--- src/design/ofbf_pkg.sv ---
// Shared types and codes for the overwrite-oldest byte FIFO.
package ofbf_pkg;

   localparam logic CMD_PUSH = 1'b0;
   localparam logic CMD_READ = 1'b1;

   localparam logic STATUS_OK    = 1'b0;
   localparam logic STATUS_EMPTY = 1'b1;

   typedef struct packed {
      logic       command;
      logic [7:0] rx_byte;
      logic       rx_error;
      logic [6:0] read_count;
   } req_type;

   typedef struct packed {
      logic [7:0] data_byte;
      logic       status;
      logic       last;
      logic [7:0] fill_after;
   } rsp_type;

endpackage

--- src/design/ofbf_ram.sv ---
// Generic single-write, single-read RAM with registered read data.
module ofbf_ram #(
   parameter int WIDTH = 8,
   parameter int DEPTH = 128
) (
   input  logic                     clock,
   input  logic                     wr_en,
   input  logic [$clog2(DEPTH)-1:0] wr_addr,
   input  logic [WIDTH-1:0]         wr_data,
   input  logic [$clog2(DEPTH)-1:0] rd_addr,
   output logic [WIDTH-1:0]         rd_data
);

   logic [WIDTH-1:0] mem [DEPTH];
   logic [WIDTH-1:0] rd_data_ff;

   always_ff @(posedge clock) begin
      if (wr_en) begin
         mem[wr_addr] <= wr_data;
      end
      rd_data_ff <= mem[rd_addr];
   end

   assign rd_data = rd_data_ff;

endmodule

--- src/design/overwrite_oldest_byte_fifo.sv ---
// Byte receive FIFO over a circular RAM that overwrites the oldest byte when full.
//
// A push is taken and gives no result; busy stays low, so pushes may arrive back to
// back. A read of n bytes (n = min(count, fill), count clamped to MAX_BURST) holds busy
// through S_FETCH, which fetches the first byte from the registered RAM read port, and
// S_EMIT, which then gives one registered byte per cycle, the last one marked. A read
// with nothing to give returns one empty-status item in the cycle after the accept and
// does not raise busy. Results are shown for exactly one cycle with rsp_strobe and cannot
// be held off by the receiver.
module overwrite_oldest_byte_fifo #(
   parameter int DEPTH     = 128,
   parameter int MAX_BURST = 64
) (
   input  logic             clock,
   input  logic             reset,
   input  logic             start,
   output logic             busy,
   input  ofbf_pkg::req_type req_item,
   output logic             rsp_strobe,
   output ofbf_pkg::rsp_type rsp_item
);

   import ofbf_pkg::*;

   localparam int PW = $clog2(DEPTH);
   localparam int FW = $clog2(DEPTH + 1);
   localparam int CW = $clog2(MAX_BURST + 1);
   localparam int NW = (FW > 7) ? FW : 7;
   localparam logic [PW-1:0] LastPtr  = PW'(DEPTH - 1);
   localparam logic [FW-1:0] FullFill = FW'(DEPTH);
   localparam logic [6:0]    MaxCount = 7'(MAX_BURST);

   typedef enum logic [2:0] {
      S_IDLE  = 3'b001,
      S_FETCH = 3'b010,
      S_EMIT  = 3'b100
   } state_type;

   state_type     state_ff, state_in;
   logic [PW-1:0] wr_ptr_ff, wr_ptr_in;
   logic [PW-1:0] rd_ptr_ff, rd_ptr_in;
   logic [FW-1:0] fill_ff, fill_in;
   logic [CW-1:0] remain_ff, remain_in;
   logic          rsp_strobe_ff, rsp_strobe_in;
   rsp_type       rsp_ff, rsp_in;

   logic          accept;
   logic          ram_wr_en;
   logic [PW-1:0] ram_rd_addr;
   logic [7:0]    ram_rd_data;
   logic [PW-1:0] wr_ptr_next, rd_ptr_next;
   logic [6:0]    count_clamped;
   logic [NW-1:0] burst_len;
   logic [FW-1:0] fill_dec;

   assign accept      = start && !busy;
   assign wr_ptr_next = (wr_ptr_ff == LastPtr) ? '0 : wr_ptr_ff + 1'b1;
   assign rd_ptr_next = (rd_ptr_ff == LastPtr) ? '0 : rd_ptr_ff + 1'b1;
   assign fill_dec    = fill_ff - 1'b1;
   assign count_clamped = (req_item.read_count > MaxCount) ? MaxCount : req_item.read_count;
   assign burst_len   = (NW'(count_clamped) < NW'(fill_ff)) ? NW'(count_clamped)
                                                             : NW'(fill_ff);
   assign ram_wr_en   = accept && (req_item.command == CMD_PUSH) && !req_item.rx_error;
   assign ram_rd_addr = (state_ff == S_EMIT) ? rd_ptr_next : rd_ptr_ff;

   ofbf_ram #(
      .WIDTH (8),
      .DEPTH (DEPTH)
   ) u_ram (
      .clock   (clock),
      .wr_en   (ram_wr_en),
      .wr_addr (wr_ptr_ff),
      .wr_data (req_item.rx_byte),
      .rd_addr (ram_rd_addr),
      .rd_data (ram_rd_data)
   );

   always_comb begin
      state_in      = state_ff;
      wr_ptr_in     = wr_ptr_ff;
      rd_ptr_in     = rd_ptr_ff;
      fill_in       = fill_ff;
      remain_in     = remain_ff;
      rsp_strobe_in = 1'b0;
      rsp_in        = rsp_ff;
      case (state_ff)
         S_IDLE: begin
            if (accept) begin
               if (req_item.command == CMD_PUSH) begin
                  if (!req_item.rx_error) begin
                     wr_ptr_in = wr_ptr_next;
                     if (fill_ff == FullFill) begin
                        rd_ptr_in = rd_ptr_next;
                     end else begin
                        fill_in = fill_ff + 1'b1;
                     end
                  end
               end else if (burst_len == '0) begin
                  rsp_strobe_in     = 1'b1;
                  rsp_in.data_byte  = '0;
                  rsp_in.status     = STATUS_EMPTY;
                  rsp_in.last       = 1'b1;
                  rsp_in.fill_after = 8'(fill_ff);
               end else begin
                  remain_in = CW'(burst_len);
                  state_in  = S_FETCH;
               end
            end
         end
         S_FETCH: begin
            state_in = S_EMIT;
         end
         S_EMIT: begin
            rsp_strobe_in     = 1'b1;
            rsp_in.data_byte  = ram_rd_data;
            rsp_in.status     = STATUS_OK;
            rsp_in.last       = (remain_ff == CW'(1));
            rsp_in.fill_after = 8'(fill_dec);
            fill_in           = fill_dec;
            rd_ptr_in         = rd_ptr_next;
            remain_in         = remain_ff - 1'b1;
            if (remain_ff == CW'(1)) begin
               state_in = S_IDLE;
            end
         end
         default: begin
            state_in = S_IDLE;
         end
      endcase
   end

   always_ff @(posedge clock) begin
      if (reset) begin
         state_ff      <= S_IDLE;
         wr_ptr_ff     <= '0;
         rd_ptr_ff     <= '0;
         fill_ff       <= '0;
         remain_ff     <= '0;
         rsp_strobe_ff <= 1'b0;
      end else begin
         state_ff      <= state_in;
         wr_ptr_ff     <= wr_ptr_in;
         rd_ptr_ff     <= rd_ptr_in;
         fill_ff       <= fill_in;
         remain_ff     <= remain_in;
         rsp_strobe_ff <= rsp_strobe_in;
      end
   end

   always_ff @(posedge clock) begin
      rsp_ff <= rsp_in;
   end

   assign busy       = (state_ff != S_IDLE);
   assign rsp_strobe = rsp_strobe_ff;
   assign rsp_item   = rsp_ff;

endmodule

--- config.mk ---
export PLATFORM = sky130hd
export DESIGN_NAME = overwrite_oldest_byte_fifo
export DESIGN_NICKNAME = d
export VERILOG_FILES = /design/src/design/ofbf_pkg.sv /design/src/design/ofbf_ram.sv /design/src/design/overwrite_oldest_byte_fifo.sv
export SDC_FILE = /design/constraint.sdc
export NUM_CORES = 1
export LEC_CHECK = 0
export ABC_AREA = 1
export BUFFER_PORTS_ARGS = -buffer_cell sky130_fd_sc_hd__buf_2
export CORE_AREA = 2 2 219 383
export DETAILED_ROUTE_END_ITERATION = 6
export DIE_AREA = 0 0 221 385
export PLACE_DENSITY = 0.78
export SYNTH_ARGS = -nofsm -noshare
export SYNTH_HDL_FRONTEND = slang
export SYNTH_SLANG_ARGS = --single-unit
--- constraint.sdc ---
create_clock -name clock -period 10.3 [get_ports clock]
set_input_delay 2.06 -clock clock [delete_from_list [all_inputs] [get_ports clock]]
set_output_delay 2.06 -clock clock [all_outputs]
set_load 0.02 [all_outputs]
=== Yosys cells after proc, flatten, opt, wreduce, memory -nomap -nowiden ===
Memory sizes are Yosys's and may differ from the RTL's. A register that Yosys moved wholly into a read port is not among the register bits.
Cells that the tools add are included.

* Memories: 1
* Flip-flop bits (word level): 51
* Bits of input ports: 20
* Logic and storage cells: 84
* Memory bits (writable): 1024
* Output and inout port bits: 20

* Reductions and logical operators: 13
* Add/sub/neg operators: 5
* Bitwise operators: 2
* Equality and inequality tests: 17
* Magnitude comparators: 2
* Muxes and demuxes: 34

{| class="wikitable"
|+ Memories
! name !! words !! width !! read ports !! clocked after Yosys merged registers in !! wr ports !! line !! text
|-
| u_ram.mem || 128 || 8 || 1 || 1 || 1 || ofbf_ram.sv:14 || <nowiki>logic [WIDTH-1:0] mem [DEPTH];</nowiki>
|}

{| class="wikitable"
|+ Operator list
! cell !! number
|-
| two-way mux 7 bit || 11
|-
| two-way mux 18 bit || 3
|-
| two-way mux 8 bit || 5
|-
| case mux 18 bit (2 select lines) || 1
|-
| case mux 7 bit (2 select lines) || 2
|-
| inequality test 2 bit, second input constant || 8
|-
| case mux 8 bit (2 select lines) || 1
|-
| AND reduction 4 bit || 4
|-
| adder 7 x 1 -> 7 bit, second input constant || 2
|-
| == test 7 bit, second input constant || 2
|-
| two-way mux 3 bit || 4
|-
| AND reduction 5 bit || 2
|-
| case mux 3 bit (3 select lines) || 1
|-
| adder 8 x 1 -> 8 bit, second input constant || 1
|-
| == test 8 bit, second input constant || 1
|-
| logical NOT 8 bit || 1
|-
| < comparator 7 x 8 -> 1 bit || 1
|-
| subtractor 8 x 1 -> 8 bit, second input constant || 1
|-
| == test 7 x 1 -> 1 bit, second input constant || 1
|-
| greater-than comparator 7 bit, second input constant || 1
|-
| subtractor 7 x 1 -> 7 bit, second input constant || 1
|-
| two-way mux 1 bit || 5
|-
| == test 3 x 1 -> 1 bit, second input constant || 1
|-
| == test 3 x 2 -> 1 bit, second input constant || 1
|-
| 8 further kinds || 12
|}

=== Logic depth before layout (Yosys ltp) ===
Gate-level depths: netlist of run 1.

* Depth in word-level cells: 9
* Gate-level depth with buffers: 20
* Depth with buffers taken out: 20

=== Modules after synthesis ===
From an unflattened synthesis of run 1, not the netlist that was laid out.

* Cells, all modules: 3992
* Area total of the unflattened synthesis: 45193.3 um2

{| class="wikitable"
|+ Modules (own cells, without submodules)
! module !! area an instance (um2) !! cells each !! times used !! sequential area each (um2)
|-
| ofbf_ram || 42104.1 || 3575 || 1 || 30909.6
|-
| overwrite_oldest_byte_fifo || 3089.2 || 417 || 1 || 1201.2
|}

=== Worst setup path before layout of run 1 ===
OpenSTA, ideal clock, no wires.

* Path kind: in2reg
* Start: input port req_item[6] (netlist name)
* End: register rsp_ff (netlist bit rsp_item[0]), enable pin
* Data required time: 9880 ps
* Cell stages on the path: 12
* Setup slack: 4909 ps
* Setup time: 420 ps
* Arrival: 4971 ps
* Path buffers: 0
* Cell sequence: inv_1 > nand2_1 > inv_1 > ha_1 > a21o_1 > a22oi_1 > nand2_1 > nand2_1 > o21ai_0 > nor2_1 > nand3_1 > o21ai_0

* Word-level cells in the longest chain between the ends: 7

{| class="wikitable"
|+ RTL lines
! element !! line !! text
|-
| from (decl) || overwrite_oldest_byte_fifo.sv:18 || <nowiki>input ofbf_pkg::req_type req_item,</nowiki>
|-
| greater-than comparator 7 bit || overwrite_oldest_byte_fifo.sv:60 || <nowiki>assign count_clamped = (req_item.read_count > MaxCount) ? MaxCount : req_item.read_count;</nowiki>
|-
| two-way mux 7 bit (*) || overwrite_oldest_byte_fifo.sv:60 ||
|-
| < comparator 7 x 8 -> 1 bit || overwrite_oldest_byte_fifo.sv:61 || <nowiki>assign burst_len = (NW'(count_clamped) < NW'(fill_ff)) ? NW'(count_clamped)</nowiki>
|-
| two-way mux 8 bit (*) || overwrite_oldest_byte_fifo.sv:61 ||
|-
| logical NOT 8 bit (*) || overwrite_oldest_byte_fifo.sv:98 || <nowiki>end else if (burst_len == '0) begin</nowiki>
|-
| inequality test 2 bit (no source line) (*) || n/a ||
|-
| AND reduction 4 bit (no source line) (*) || n/a ||
|-
| to (signal assigned) || overwrite_oldest_byte_fifo.sv:151 || <nowiki>rsp_ff <= rsp_in;</nowiki>
|-
| to (decl) || overwrite_oldest_byte_fifo.sv:45 || <nowiki>rsp_type rsp_ff, rsp_in;</nowiki>
|}

Mark *: on every way between the ends. The rest lies on a longest branch, timed or not.
A chain may end at the register's enable or synchronous reset.

=== Worst setup path in the final report of run 1 ===
* Start: register state_ff[0]
* End: register u_ram.rd_data_ff[4] (netlist: u_ram.rd_data[4]) (read register of u_ram.mem)

* Word-level cells in the longest chain between the ends: 2

{| class="wikitable"
|+ RTL lines
! element !! line !! text
|-
| from (decl) || overwrite_oldest_byte_fifo.sv:39 || <nowiki>state_type state_ff, state_in;</nowiki>
|-
| from (signal assigned) || overwrite_oldest_byte_fifo.sv:141 || <nowiki>state_ff <= state_in;</nowiki>
|-
| == test 3 bit || overwrite_oldest_byte_fifo.sv:64 || <nowiki>assign ram_rd_addr = (state_ff == S_EMIT) ? rd_ptr_next : rd_ptr_ff;</nowiki>
|-
| two-way mux 7 bit || overwrite_oldest_byte_fifo.sv:64 ||
|-
| to (decl) || ofbf_ram.sv:15 || <nowiki>logic [WIDTH-1:0] rd_data_ff;</nowiki>
|}

No other way between the ends.

==> flow_summary.toml, run 1 <==
[synth]
synth_top_area_frac = 0.699
synth-edff-count = 1042
synth_area_leaders = "edfxtp_1, nand2_1, nand3_1"
syn_area_per_cell_um2 = 11.6
yosysWarnings = 0
synth_top_area_cell = "edfxtp_1"
syn_inst = 3856
ys_seq_area_frac = 0.717
synth_nets = 3891
yosys_register_bits = 1083
netlist_area_mm2 = 0.0448
synth_cell_types = 42
synthArstFlopShare = 0
ys.flop_type = "edfxtp_1"

[cts]
htreeDepth = 3
clock_latency_ps = 650
cts_hold_buffers = 0
cts_tree = "yes"
root_buffer = "clkbuf_16"
post_cts_buffers = 0
clk_pin_slew_ps = 70
clockBufferDepth = 3
cts_sinks = 1083
ctsResizeCount = 0
cts_made_buffers = 86

[drt]
routed_wl_mm = 116
drc = 0
dr.pass1.iters = 6
ant_nets = 0
vias = 30031
wl_per_cell_um = 23.6
viasPerCell = 6.11
first_iter_violations = 3526

[floorplan]
die_x_um = 221
fp.dieH_um = 385
rows = 139
core_mm2 = 0.0819
die_area_mm2 = 0.0851
ioPinCount = 40
start_util = 0.547

[pwr]
peakVddDrop_uv = 162
p_switching_uw = 2560
p_clk_frac = 0.351
power_per_cell_area_mw_per_mm2 = 200
pwr-share-seq = 0.505
sw_frac_of_total = 0.264
power.internal_uw = 7150
total_power_uw = 9710
leakage_uw = 0.0169
share_comb_of_total_power = 0.143

[global_route]
grt_overflow_total = 0
grtUsageTotal = 0.268
grt_start_max_net_pins = 231
grt_pass1_vias = 29282
grt_pass1_wl_mm = 172
antenna_found_initial = 1

[timing]
relSlewSlack = 0.271
fin_worst_skew_ps = 22.3
timing.fmax_mhz = 200
slew_violations = 0
rsz0062_at_grt = "false"
period_share = 0.486
finalHoldViolations = 0
finalCriticalPeriod_ps = 5010
final.setup.tns_ps = 0
tightest_slew_ps = 1090
hold_slack_ps = 508
setup_viol = 0

[placed_design]
place_congestion = 0.949
place_inst = 4755
io_buffers = 39
place_hpwl_mm = 68.4

[setup_path]
critPathLaunchType = "register"
crit_required_ps = 10900
endpoint_kind = "register"
crit_type = "reg2reg"
reg2reg_slack_ps = 5290
crit_fanout = 157
arrival_ps = 5610

[finish]
regArea_mm2 = 0.0321
area_delta_synth_final_pct = 8.30
fill_cells = 6085
diodes = 0
final_cells = 4913
nNetsFinal = 3821
multi_input_area_mm2 = 0.0109
drive_gt1_frac = 0.0571

[run_status]
outcome = "finished clean"

[job]
drv_cap = 0

[hold_path]
hp-class = "reg2reg"
-- state kept, by name, indices dropped and copies added, names as in the netlist --
signal and cells:
u_ram.mem 1024, rsp_item 18, fill_ff 8, u_ram.rd_data 8, rd_ptr_ff 7, remain_ff 7, wr_ptr_ff 7, state_ff 3
rsp_strobe 1
-- cell families (layout without fill, tap and decap cells) --
logic type	Yosys count	in the layout	share of synthesized area
simple gates	1667	1667	0.157
flops	1083	1083	0.717
compound gates	656	656	0.0801
buf+inv	430	430	0.0411
fa+ha+maj	15	15	0.00419
xor+xnor	5	5	0.000978
-- synth_stat cells, types with 3 or more instances --
master    number
inv_2          3
nand2_1      841
a211oi_1       6
buf_1         18
buf_4         13
a22oi_1        3
xor2_1         4
nor3_1        12
o21ai_0      233
a21o_1        25
nand3b_1       3
o211ai_1      74
dfxtp_1       41
edfxtp_1    1042
a31oi_1        4
buf_6          6
buf_2        103
inv_1        185
nand4_1        3
clkbuf_1      96
a21oi_1      281
ha_1          15
nor2_1       251
clkinv_1       4
nand3_1      548
o21ai_1       23
-- stage by stage --
step                worst slack, ps   util  cell area (um^2)
floorplan                      4910      -             44800
global placement               5130  0.557             45600
detailed placement             5020  0.557             45600
CTS                            5450  0.592             48500
global route                   4880  0.592             48500
finish                         5290  0.592             48500
-- cell type report --
| type | count | share of cell area |
|---|---|---|
| tap | 1057 | 0.0273 |
| clock inverter | 42 | 0.0113 |
| inverter | 193 | 0.0152 |
| multi-input combinational | 2343 | 0.224 |
| clock buffer | 116 | 0.0482 |
| timing repair buffer | 79 | 0.0117 |
| sequential | 1083 | 0.662 |
-- path summary, 6_finish.rpt --
check             depth (start not counted)                         to                 startpoint
setup / recovery                         17   u_ram.rd_data[4]$_DFF_P_   state_ff[0]$_SDFFE_PP1P_
hold / removal                            2  remain_ff[1]$_SDFFE_PP0P_  remain_ff[1]$_SDFFE_PP0P_
setup reg to reg                         17   u_ram.rd_data[4]$_DFF_P_   state_ff[0]$_SDFFE_PP1P_
hold reg to reg                           2  remain_ff[1]$_SDFFE_PP0P_  remain_ff[1]$_SDFFE_PP0P_
-- critical path, cell delays in order, from the launching register on --
cell and delay [ps]:
dfxtp_1 340, nor3_4 170, buf_4 330, inv_4 240
nand2_1 230, nand2_8 490, inv_8 880, buf_4 860
nand2_1 140, nand2_1 130, nand3_1 90, nand2_1 100
nand2_1 50, nand3_1 260, nand3_1 170, nand2_1 90
nand2_1 50, nand2_1 60
-- layout by cell type, fill, tap and decap left out, types with 4 or more instances in the layout --
master and instances:
a31oi_1 4, clkinv_1 11, nand2_1 841, a21oi_1 281
a211oi_1 6, buf_2 31, o21ai_1 24, dfxtp_1 41
buf_4 44, a21o_1 25, clkbuf_1 26, clkbuf_16 89
nor3_1 12, o211ai_1 74, ha_1 15, inv_1 184
nor2_1 251, clkinv_2 13, o21ai_4 4, edfxtp_1 1042
bufinv_16 12, o21ai_0 229, nand3_1 548, xor2_1 4
buf_12 4
-- routing by layer --
layer	share of wire	track usage
met1	0.33	0.295
met2	0.51	0.468
met3	0.080	0.0431
met4	0.084	0.205
met5	0.000095	0
-- power groups by stage --
stage | registers [uW] | clock network (uW) | logic (uW)
2_1_floorplan | 4990 | 0 | 902
3_3_place_gp | 5000 | 0 | 1330
6_report | 4910 | 3410 | 1390
3_5_place_dp | 5000 | 0 | 1350
5_1_grt | 4910 | 3580 | 1510
4_1_cts | 4900 | 3420 | 1360
No activity file was read; power rests on OpenSTA's default activity.
==> inputs of run 2 (changes only) <==
Clock period 10.3 ns to 5.1 ns, I/O delays scaled along.
==> flow_summary.toml, run 2 (synthesis gave the netlist of run 1 again) <==
[run_status]
outcome = "finished clean"

[global_route]
grt_overflow_total = 0
grt_pass1_wl_mm = 169
antenna_found_initial = 0
grt_start_max_net_pins = 184
grt_pass1_vias = 29519
grtUsageTotal = 0.261

[setup_path]
critPathLaunchType = "register"
crit_type = "reg2reg"
crit_required_ps = 5710
arrival_ps = 4430
reg2reg_slack_ps = 1280
endpoint_kind = "register"
crit_fanout = 70

[floorplan]
start_util = 0.547
die_x_um = 221
rows = 139
fp.dieH_um = 385
core_mm2 = 0.0819
ioPinCount = 40
die_area_mm2 = 0.0851

[placed_design]
place_congestion = 0.918
io_buffers = 39
place_hpwl_mm = 67.5

[finish]
largest_reg_flops = 1024
final_cell_mix = "edfxtp_1, nand2_1, nand3_1, a21oi_1, nor2_1"
drive_gt1_frac = 0.0639
diodes = 0
largest-register = "u_ram.mem"
area_delta_synth_final_pct = 8.77
regArea_mm2 = 0.0321
fill_cells = 6137
multi_input_area_mm2 = 0.0109
nNetsFinal = 3843
final_common_cell = "edfxtp_1"

[timing]
setup_viol = 0
slew_violations = 0
final.setup.tns_ps = 0
timing.fmax_mhz = 262
finalHoldViolations = 0
fin_worst_skew_ps = 31.5
period_share = 0.748
finalCriticalPeriod_ps = 3820
rsz0062_at_grt = "false"
hold_slack_ps = 526
relSlewSlack = 0.174
tightest_slew_ps = 1240

[cts]
cts_made_buffers = 88
ctsResizeCount = 0
post_cts_buffers = 0
clk_pin_slew_ps = 70
cts_tree = "yes"
clock_latency_ps = 690
clockBufferDepth = 3
cts_sinks = 1083
root_buffer = "clkbuf_16"
cts_hold_buffers = 0
htreeDepth = 3

[drt]
drc = 0
dr.pass1.iters = 6
viasPerCell = 6.05
routed_wl_mm = 112
first_iter_violations = 3656
ant_nets = 0
wl_per_cell_um = 22.7
vias = 29872

[pwr]
power_per_cell_area_mw_per_mm2 = 400
leakage_uw = 0.0171
peakVddDrop_uv = 349

[hold_path]
hp-class = "reg2reg"

[job]
drv_cap = 0
==> run 2: worst paths after layout <==
kind                                                 from                   endpoint  depth (start not counted)
worst max-delay path             state_ff[0]$_SDFFE_PP1P_   u_ram.rd_data[7]$_DFF_P_                         15
worst min-delay path            remain_ff[1]$_SDFFE_PP0P_  remain_ff[1]$_SDFFE_PP0P_                          2
worst max register to register   state_ff[0]$_SDFFE_PP1P_   u_ram.rd_data[7]$_DFF_P_                         15
worst min register to register  remain_ff[1]$_SDFFE_PP0P_  remain_ff[1]$_SDFFE_PP0P_                          2
==> run 2: worst max-delay path, stage by stage (launching register included) <==
cell,delay [ps]
dfxtp_1,340
nor3_4,170
buf_4,350
inv_4,270
nand2_1,240
nand2_8,160
inv_8,390
buf_4,500
nor2_1,110
o211ai_1,400
nand3_1,160
nand3_1,290
nand3_1,110
nand2_1,90
nand2_1,60
nand2_1,80
==> run 2: per-stage QoR <==
step	cells	utilization	setup WS, ps	power [uW]	area, um^2
after detailed placement	4775	0.560	906	12900	45900
after global routing	4940	0.595	1050	20100	48700
after floorplan	3856	-	749	11900	44800
after CTS	4940	0.595	1310	19500	48700
after global placement	4775	0.560	923	12800	45900
final	4940	0.595	1280	19500	48700
==> run 2: power by group <==
| part | internal (uW) | switching [uW] |
|---|---|---|
| clock network | 3610 | 3130 |
| logic | 787 | 2060 |
| registers | 9830 | 68.1 |
| total | 14200 | 5260 |
==> run 2: per-layer routing <==
layer | vias up | part of all wire | track usage
met5 | - | 0 | 0
met4 | 0 | 0.073 | 0.182
met3 | 366 | 0.080 | 0.0367
met2 | 1626 | 0.51 | 0.459
met1 | 14315 | 0.34 | 0.294
li1 | 13565 | - | -
==> run 2: cell type report <==
| type | instances | share of cell area |
|---|---|---|
| sequential | 1083 | 0.659 |
| multi-input combinational | 2343 | 0.223 |
| clock inverter | 62 | 0.0112 |
| inverter | 193 | 0.0151 |
| timing repair buffer | 99 | 0.0170 |
| tap | 1057 | 0.0271 |
| clock buffer | 103 | 0.0470 |
